===== src/design/r2a_pkg.sv =====
package r2a_pkg;

  localparam int RADIX_W = 5;
  localparam int DIGIT_W = 4;
  localparam int CHAR_W  = 7;

  localparam logic [RADIX_W-1:0] RADIX_MIN = 5'd2;
  localparam logic [RADIX_W-1:0] RADIX_MAX = 5'd16;
  localparam logic [RADIX_W-1:0] RADIX_RST = 5'd16;

  localparam logic [CHAR_W-1:0]  ASCII_ZERO = 7'h30;
  localparam logic [CHAR_W-1:0]  ASCII_A    = 7'h41;
  localparam logic [DIGIT_W-1:0] DIGIT_TEN  = 4'd10;

  typedef struct packed {
    logic ld;
    logic go;
  } div_ctl_t;

  typedef struct packed {
    logic               done;
    logic               q_zero;
    logic [DIGIT_W-1:0] rem;
  } div_sts_t;

  function automatic logic [CHAR_W-1:0] ascii_of(input logic [DIGIT_W-1:0] d);
    logic [CHAR_W-1:0] r;
    if (d >= DIGIT_TEN) begin
      r = ASCII_A + {3'b000, d - DIGIT_TEN};
    end else begin
      r = ASCII_ZERO + {3'b000, d};
    end
    return r;
  endfunction

endpackage


===== src/design/r2a_div.sv =====
module r2a_div #(
  parameter int VALUE_BITS = 64
) (
  input  logic                        clk,
  input  logic                        rst_n,
  input  r2a_pkg::div_ctl_t           ctl,
  input  logic [VALUE_BITS-1:0]       value,
  input  logic [r2a_pkg::RADIX_W-1:0] radix,
  output r2a_pkg::div_sts_t           sts
);

  localparam int BCW = (VALUE_BITS > 1) ? $clog2(VALUE_BITS) : 1;
  localparam logic [BCW-1:0] LAST_BIT = BCW'(VALUE_BITS - 1);

  logic [VALUE_BITS-1:0]         q_r, q_nxt;
  logic [r2a_pkg::DIGIT_W-1:0]   rem_r, rem_nxt;
  logic [BCW-1:0]                bcnt_r;
  logic                          run_r;
  logic                          done_r;
  logic [r2a_pkg::RADIX_W-1:0]   trial;
  logic                          ge;

  always_comb begin
    trial   = {rem_r, q_r[VALUE_BITS-1]};
    ge      = (trial >= radix);
    rem_nxt = ge ? r2a_pkg::DIGIT_W'(trial - radix) : trial[r2a_pkg::DIGIT_W-1:0];
    q_nxt   = {q_r[VALUE_BITS-2:0], ge};
  end

  always_ff @(posedge clk) begin
    if (!rst_n) begin
      run_r  <= 1'b0;
      done_r <= 1'b0;
      bcnt_r <= '0;
    end else begin
      done_r <= 1'b0;
      if (ctl.ld || ctl.go) begin
        run_r  <= 1'b1;
        bcnt_r <= '0;
      end else if (run_r) begin
        bcnt_r <= bcnt_r + 1'b1;
        if (bcnt_r == LAST_BIT) begin
          run_r  <= 1'b0;
          done_r <= 1'b1;
        end
      end
    end
  end

  always_ff @(posedge clk) begin
    if (ctl.ld) begin
      q_r   <= value;
      rem_r <= '0;
    end else if (ctl.go) begin
      rem_r <= '0;
    end else if (run_r) begin
      q_r   <= q_nxt;
      rem_r <= rem_nxt;
    end
  end

  assign sts.done   = done_r;
  assign sts.q_zero = (q_r == '0);
  assign sts.rem    = rem_r;

endmodule


===== src/design/r2a_stack.sv =====
module r2a_stack #(
  parameter int DEPTH = 64
) (
  input  logic                              clk,
  input  logic                              wr_en,
  input  logic [$clog2(DEPTH)-1:0]          wr_addr,
  input  logic [r2a_pkg::DIGIT_W-1:0]       wr_data,
  input  logic [$clog2(DEPTH)-1:0]          rd_addr,
  output logic [r2a_pkg::DIGIT_W-1:0]       rd_data
);

  logic [r2a_pkg::DIGIT_W-1:0] mem [DEPTH];
  logic [r2a_pkg::DIGIT_W-1:0] rd_data_r;

  always_ff @(posedge clk) begin
    if (wr_en) begin
      mem[wr_addr] <= wr_data;
    end
    rd_data_r <= mem[rd_addr];
  end

  assign rd_data = rd_data_r;

endmodule


===== src/design/radix_to_ascii_converter.sv =====
// Unsigned integer to ASCII text in a radix from 2 to 16.
// Input channel in_valid/in_ready carries one value; only its low VALUE_BITS
// bits are converted. Output channel out_valid/out_ready carries one character
// per item, most significant digit first, digits 10-15 as 'A'-'F'.
// out_last_digit marks the final character; zero gives the single item "0".
// A radix outside 2..16 gives one item with out_invalid_radix and
// out_last_digit set and out_digit_char zero, valid the cycle after acceptance.
// cfg_radix is written when cfg_wr_en is high; write only while idle.
// Each digit comes from a bit-serial restoring divider and is pushed on a digit
// stack; the characters are then read back from the stack, each through states
// ST_LOAD and ST_SHOW. One value is in flight at a time; in_ready is high only
// when idle, so the next value is taken the cycle after the last character goes
// out. A stalled receiver holds the current character; the block waits.
// Reset (rst_n low, synchronous) returns to idle with radix 16.
module radix_to_ascii_converter #(
  parameter int VALUE_BITS = 64
) (
  input  logic                        clk,
  input  logic                        rst_n,
  input  logic                        in_valid,
  output logic                        in_ready,
  input  logic [63:0]                 in_value,
  output logic                        out_valid,
  input  logic                        out_ready,
  output logic [r2a_pkg::CHAR_W-1:0]  out_digit_char,
  output logic                        out_last_digit,
  output logic                        out_invalid_radix,
  input  logic                        cfg_wr_en,
  input  logic [r2a_pkg::RADIX_W-1:0] cfg_radix
);

  localparam int AW = $clog2(VALUE_BITS);

  typedef enum logic [1:0] {
    ST_IDLE,
    ST_DIV,
    ST_LOAD,
    ST_SHOW
  } state_t;

  state_t                        state_r;
  logic                          inv_r;
  logic [AW-1:0]                 cnt_r;
  logic [AW-1:0]                 ptr_r;
  logic [r2a_pkg::RADIX_W-1:0]   radix_r;

  logic                          radix_ok;
  logic                          in_acc;
  r2a_pkg::div_ctl_t             div_ctl;
  r2a_pkg::div_sts_t             div_sts;
  logic                          push;
  logic [r2a_pkg::DIGIT_W-1:0]   top_digit;

  assign radix_ok = radix_r inside {[r2a_pkg::RADIX_MIN:r2a_pkg::RADIX_MAX]};
  assign in_ready = (state_r == ST_IDLE);
  assign in_acc   = in_valid && in_ready;
  assign push     = (state_r == ST_DIV) && div_sts.done;

  always_comb begin
    div_ctl.ld = in_acc && radix_ok;
    div_ctl.go = push && !div_sts.q_zero;
  end

  r2a_div #(
    .VALUE_BITS(VALUE_BITS)
  ) u_div (
    .clk   (clk),
    .rst_n (rst_n),
    .ctl   (div_ctl),
    .value (in_value[VALUE_BITS-1:0]),
    .radix (radix_r),
    .sts   (div_sts)
  );

  r2a_stack #(
    .DEPTH(VALUE_BITS)
  ) u_stack (
    .clk     (clk),
    .wr_en   (push),
    .wr_addr (cnt_r),
    .wr_data (div_sts.rem),
    .rd_addr (ptr_r),
    .rd_data (top_digit)
  );

  always_ff @(posedge clk) begin
    if (!rst_n) begin
      radix_r <= r2a_pkg::RADIX_RST;
    end else if (cfg_wr_en) begin
      radix_r <= cfg_radix;
    end
  end

  always_ff @(posedge clk) begin
    if (!rst_n) begin
      state_r <= ST_IDLE;
      inv_r   <= 1'b0;
      cnt_r   <= '0;
      ptr_r   <= '0;
    end else begin
      case (state_r)
        ST_IDLE: begin
          if (in_acc) begin
            cnt_r <= '0;
            if (radix_ok) begin
              inv_r   <= 1'b0;
              state_r <= ST_DIV;
            end else begin
              inv_r   <= 1'b1;
              state_r <= ST_SHOW;
            end
          end
        end
        ST_DIV: begin
          if (div_sts.done) begin
            cnt_r <= cnt_r + 1'b1;
            if (div_sts.q_zero) begin
              ptr_r   <= cnt_r;
              state_r <= ST_LOAD;
            end
          end
        end
        ST_LOAD: begin
          state_r <= ST_SHOW;
        end
        ST_SHOW: begin
          if (out_ready) begin
            if (inv_r || ptr_r == '0) begin
              state_r <= ST_IDLE;
            end else begin
              ptr_r   <= ptr_r - 1'b1;
              state_r <= ST_LOAD;
            end
          end
        end
        default: begin
          state_r <= ST_IDLE;
        end
      endcase
    end
  end

  assign out_valid         = (state_r == ST_SHOW);
  assign out_invalid_radix = inv_r;
  assign out_last_digit    = inv_r || (ptr_r == '0);
  assign out_digit_char    = inv_r ? '0 : r2a_pkg::ascii_of(top_digit);

endmodule

===== config.mk =====
export PLATFORM = sky130hd
export DESIGN_NAME = radix_to_ascii_converter
export DESIGN_NICKNAME = d
export VERILOG_FILES = /design/src/design/r2a_pkg.sv /design/src/design/r2a_div.sv /design/src/design/r2a_stack.sv /design/src/design/radix_to_ascii_converter.sv
export SDC_FILE = /design/constraint.sdc
export NUM_CORES = 1
export LEC_CHECK = 0
export ABC_AREA = 1
export BUFFER_PORTS_ARGS = -buffer_cell sky130_fd_sc_hd__buf_4
export CORE_MARGIN = 3
export CORE_UTILIZATION = 40
export CTS_BUF_LIST = sky130_fd_sc_hd__clkbuf_8 sky130_fd_sc_hd__clkbuf_16
export DETAILED_ROUTE_END_ITERATION = 16
export GPL_TIMING_DRIVEN = 1
export PLACE_DENSITY = 0.55
export SLEW_MARGIN = 30
export SYNTH_ARGS = -nofsm -noshare
export SYNTH_HDL_FRONTEND = slang
export SYNTH_SLANG_ARGS = --single-unit
export TNS_END_PERCENT = 5

===== constraint.sdc =====
create_clock -name clk -period 3.6 [get_ports clk]
set_input_delay 0.36 -clock clk [delete_from_list [all_inputs] [get_ports clk]]
set_output_delay 0.36 -clock clk [all_outputs]
set_load 0.005 [all_outputs]

==> reports/qor.txt <==
status -> complete, no violations
clock sinks -> 356
setup total negative slack -> 0 ns
CTS tree -> yes
Total Wirelength -> 37.73 mm
Pre-antenna DRT Iters -> 5
most frequent cells in the layout -> nand2_1, edfxtp_1, nand3_1, nor2_1, buf_4
final-layout fill cell count -> 3593
Wirelength per Cell -> 18.53 µm
Yosys cell types -> 36
Max Slew Vio Count -> 0
Die X -> 204.7 µm
post-synthesis register bit count -> 356
Final nets -> 1577
power share of the clock group -> 0.382
Avg Inst Size Synth -> 11.17 µm²
Via Count -> 10330
# IOs -> 85
syn nets -> 1502
ratio of cells with drive above 1 in the final layout -> 0.1548
Fmax -> 0.3588 GHz
largest cells by area after synthesis -> edfxtp_1, nand2_1, nand3_1
sw power -> 2.376 mW
TritonCTS Buffers -> 39
dpl hpwl -> 22.70 mm
Fin Clk Skew -> 0.01645 ns
Tcrit/Tclk final -> 0.7742
# Post-CTS Setup Buffers -> 0
part of the power in registers -> 0.510
Rel. slew slack -> 0.4054
hold buffers post-CTS -> 0
mapped cell area -> 15800 µm²
largest net degree at the start of global routing -> 143
WS Path Type -> register to register
Comb pwr share -> 0.107
antenna violations before repair -> 0
Max Cap Viol -> 0
# setup viols final -> 0
Synth area leader -> edfxtp_1
Core ar. -> 38830 µm²
total chip power -> 10.03 mW
Resize count post-CTS -> 0
switching share of total power -> 0.2369
die area -> 41910 µm²
CTS Root Cell -> clkbuf_16
Area growth syn-to-layout -> 14.19%
Die Span Y -> 204.7 µm
crit start category -> register
PortBufs -> 84
vias per cell -> 5.071
Clock Latency Late Sink -> 0.53 ns
Storage cell area -> 10340 µm²
leakage -> 6.752 nW
Post-DRT Antenna Nets -> 0
min Tclk post-route -> 2.787 ns
number of global-route vias before repair -> 10480
standard-cell rows -> 72
drt initial violations -> 697
grt ovf -> 0
area of the multi-input gates -> 4760 µm²
worst path arrival time -> 2.96 ns
Hold Vio Cnt, Final -> 0
Antenna diodes -> 0
DRC Markers -> 0
RSZ-0062 raised after global routing -> no
synth warn -> 0
Int Pwr -> 7.652 mW
commonest non-fill, non-tap cell in the layout -> nand2_1
Syn Inst Count -> 1414
worst hold path cell count -> 2
RePlAce Congestion -> 0.7724
H-tree Lvls -> 2
Yosys top cell area share -> 0.6083
cells on worst reg2reg path -> 4
crit path max fanout -> 12
GRT Total Usage -> 0.1816
Critical Path Sink Type -> register
WP data required -> 3.77 ns
first-pass GRT wire length -> 58.91 mm
Power Dens Cells -> 556.0 nW/µm²
Worst-path clk slew -> 0.06 ns
Hold WC Path Type -> input port to register
VDD IR-drop max -> 0.0003121 V
post-synthesis sequential area ratio -> 0.6539
worst-case clock buffer depth -> 3
Initial Util -> 0.4068
Worst-Margin Slew -> 0.8919 ns
==> layout make-up <==
class	instances	area share
Sequential cell	356	0.5732
Multi-Input combinational cell	924	0.2639
Clock buffer	44	0.05917
Timing Repair Buffer	105	0.04509
Tap cell	518	0.03593
Inverter	63	0.01325
Clock inverter	26	0.009503
==> state kept, by name (all words and copies together), names as in the netlist <==
name,flops
u_div.rem_r,4
u_stack.rd_data,4
ptr_r,6
u_div.bcnt_r,6
cnt_r,6
radix_r,5
u_div.run_r,1
u_div.done_r,1
u_div.q_r,64
u_stack.mem,256
state_r,2
out_invalid_radix,1
==> final timing paths <==
path	startpoint	endpoint	slack, ns
worst min register to register	radix_r[2]$_SDFFE_PN0P_	radix_r[2]$_SDFFE_PN0P_	0.49
worst max register to register	state_r[0]$_SDFFE_PN0P_	u_stack.mem[20][2]$_DFFE_PP_	0.81
worst min-delay path	cfg_wr_en	radix_r[4]$_SDFFE_PN1P_	0.05
worst max-delay path	state_r[0]$_SDFFE_PN0P_	u_stack.mem[20][2]$_DFFE_PP_	0.81
==> cells by family after synthesis <==
family | share of synthesized area
AO/OA/AOI/OAI | 0.04594
XOR/XNOR | 0.003881
adder cells (fa/ha/maj) | 0.01156
buffers and inverters | 0.04539
flip-flops | 0.6539
multiplexers | 0.05204
AND/OR/NAND/NOR | 0.1872
==> cell usage after synthesis <==
| master | number |
|---|---|
| xor2_1 | 5 |
| edfxtp_1 | 320 |
| o21ai_1 | 8 |
| o21ai_0 | 61 |
| buf_6 | 16 |
| nand3_1 | 184 |
| nor3b_1 | 1 |
| clkinv_1 | 2 |
| fa_1 | 1 |
| or2_2 | 1 |
| nand3b_1 | 1 |
| dfxtp_1 | 36 |
| nor2_1 | 173 |
| a21oi_1 | 55 |
| buf_1 | 2 |
| mux2_4 | 45 |
| nand4_1 | 11 |
| nand2_1 | 326 |
| buf_4 | 11 |
| inv_4 | 1 |
| nor2_2 | 1 |
| a31o_2 | 1 |
| nor3_1 | 2 |
| buf_2 | 31 |
| nand3_2 | 2 |
| xnor2_1 | 2 |
| mux2_2 | 13 |
| o21a_1 | 1 |
| inv_2 | 2 |
| o22ai_1 | 13 |
| clkbuf_1 | 10 |
| ha_1 | 13 |
| o31ai_1 | 1 |
| nor3b_2 | 3 |
| inv_1 | 58 |
| buf_8 | 1 |
==> layer usage <==
| layer | part of all wire | up-vias | routed length, µm | track usage |
|---|---|---|---|---|
| li1 | - | 5085 | - | - |
| met1 | 0.45 | 4878 | 16900 | 0.2504 |
| met2 | 0.46 | 306 | 17460 | 0.2935 |
| met3 | 0.067 | 56 | 2541 | 0.03671 |
| met4 | 0.022 | 0 | 826 | 0.05038 |
| met5 | 0 | - | 0 | 0 |
==> critical path, stage by stage, from the launching register on <==
cell	delay, ns
dfxtp_1	0.37
nand2_1	0.08
nor2_1	0.55
nand4_1	0.85
nor2_1	0.57
==> power groups by stage <==
stage | registers, mW | clock network, mW | logic [mW]
global route | 5.14 | 4.13 | 1.20
finish | 5.12 | 3.83 | 1.08
floorplan | 5.33 | 0 | 0.518
global placement | 5.20 | 0 | 1.10
detailed placement | 5.20 | 0 | 1.10
CTS | 5.12 | 3.94 | 1.10
==> per-stage QoR <==
stage / cells / area (µm²) / setup slack, ns / util / hold slack [ns]
after floorplan: 1414 / 15800 / 0.7608 / - / 0.4532
after global placement: 1966 / 16800 / 0.9402 / 0.4327 / 0.4796
after detailed placement: 1966 / 16800 / 0.8887 / 0.4327 / 0.4848
after CTS: 2036 / 18040 / 0.8955 / 0.4646 / 0.02450
after global routing: 2036 / 18040 / 0.6567 / 0.4646 / 0.03944
final: 2036 / 18040 / 0.8130 / 0.4646 / 0.04655
No activity file was read; power rests on OpenSTA's default activity.
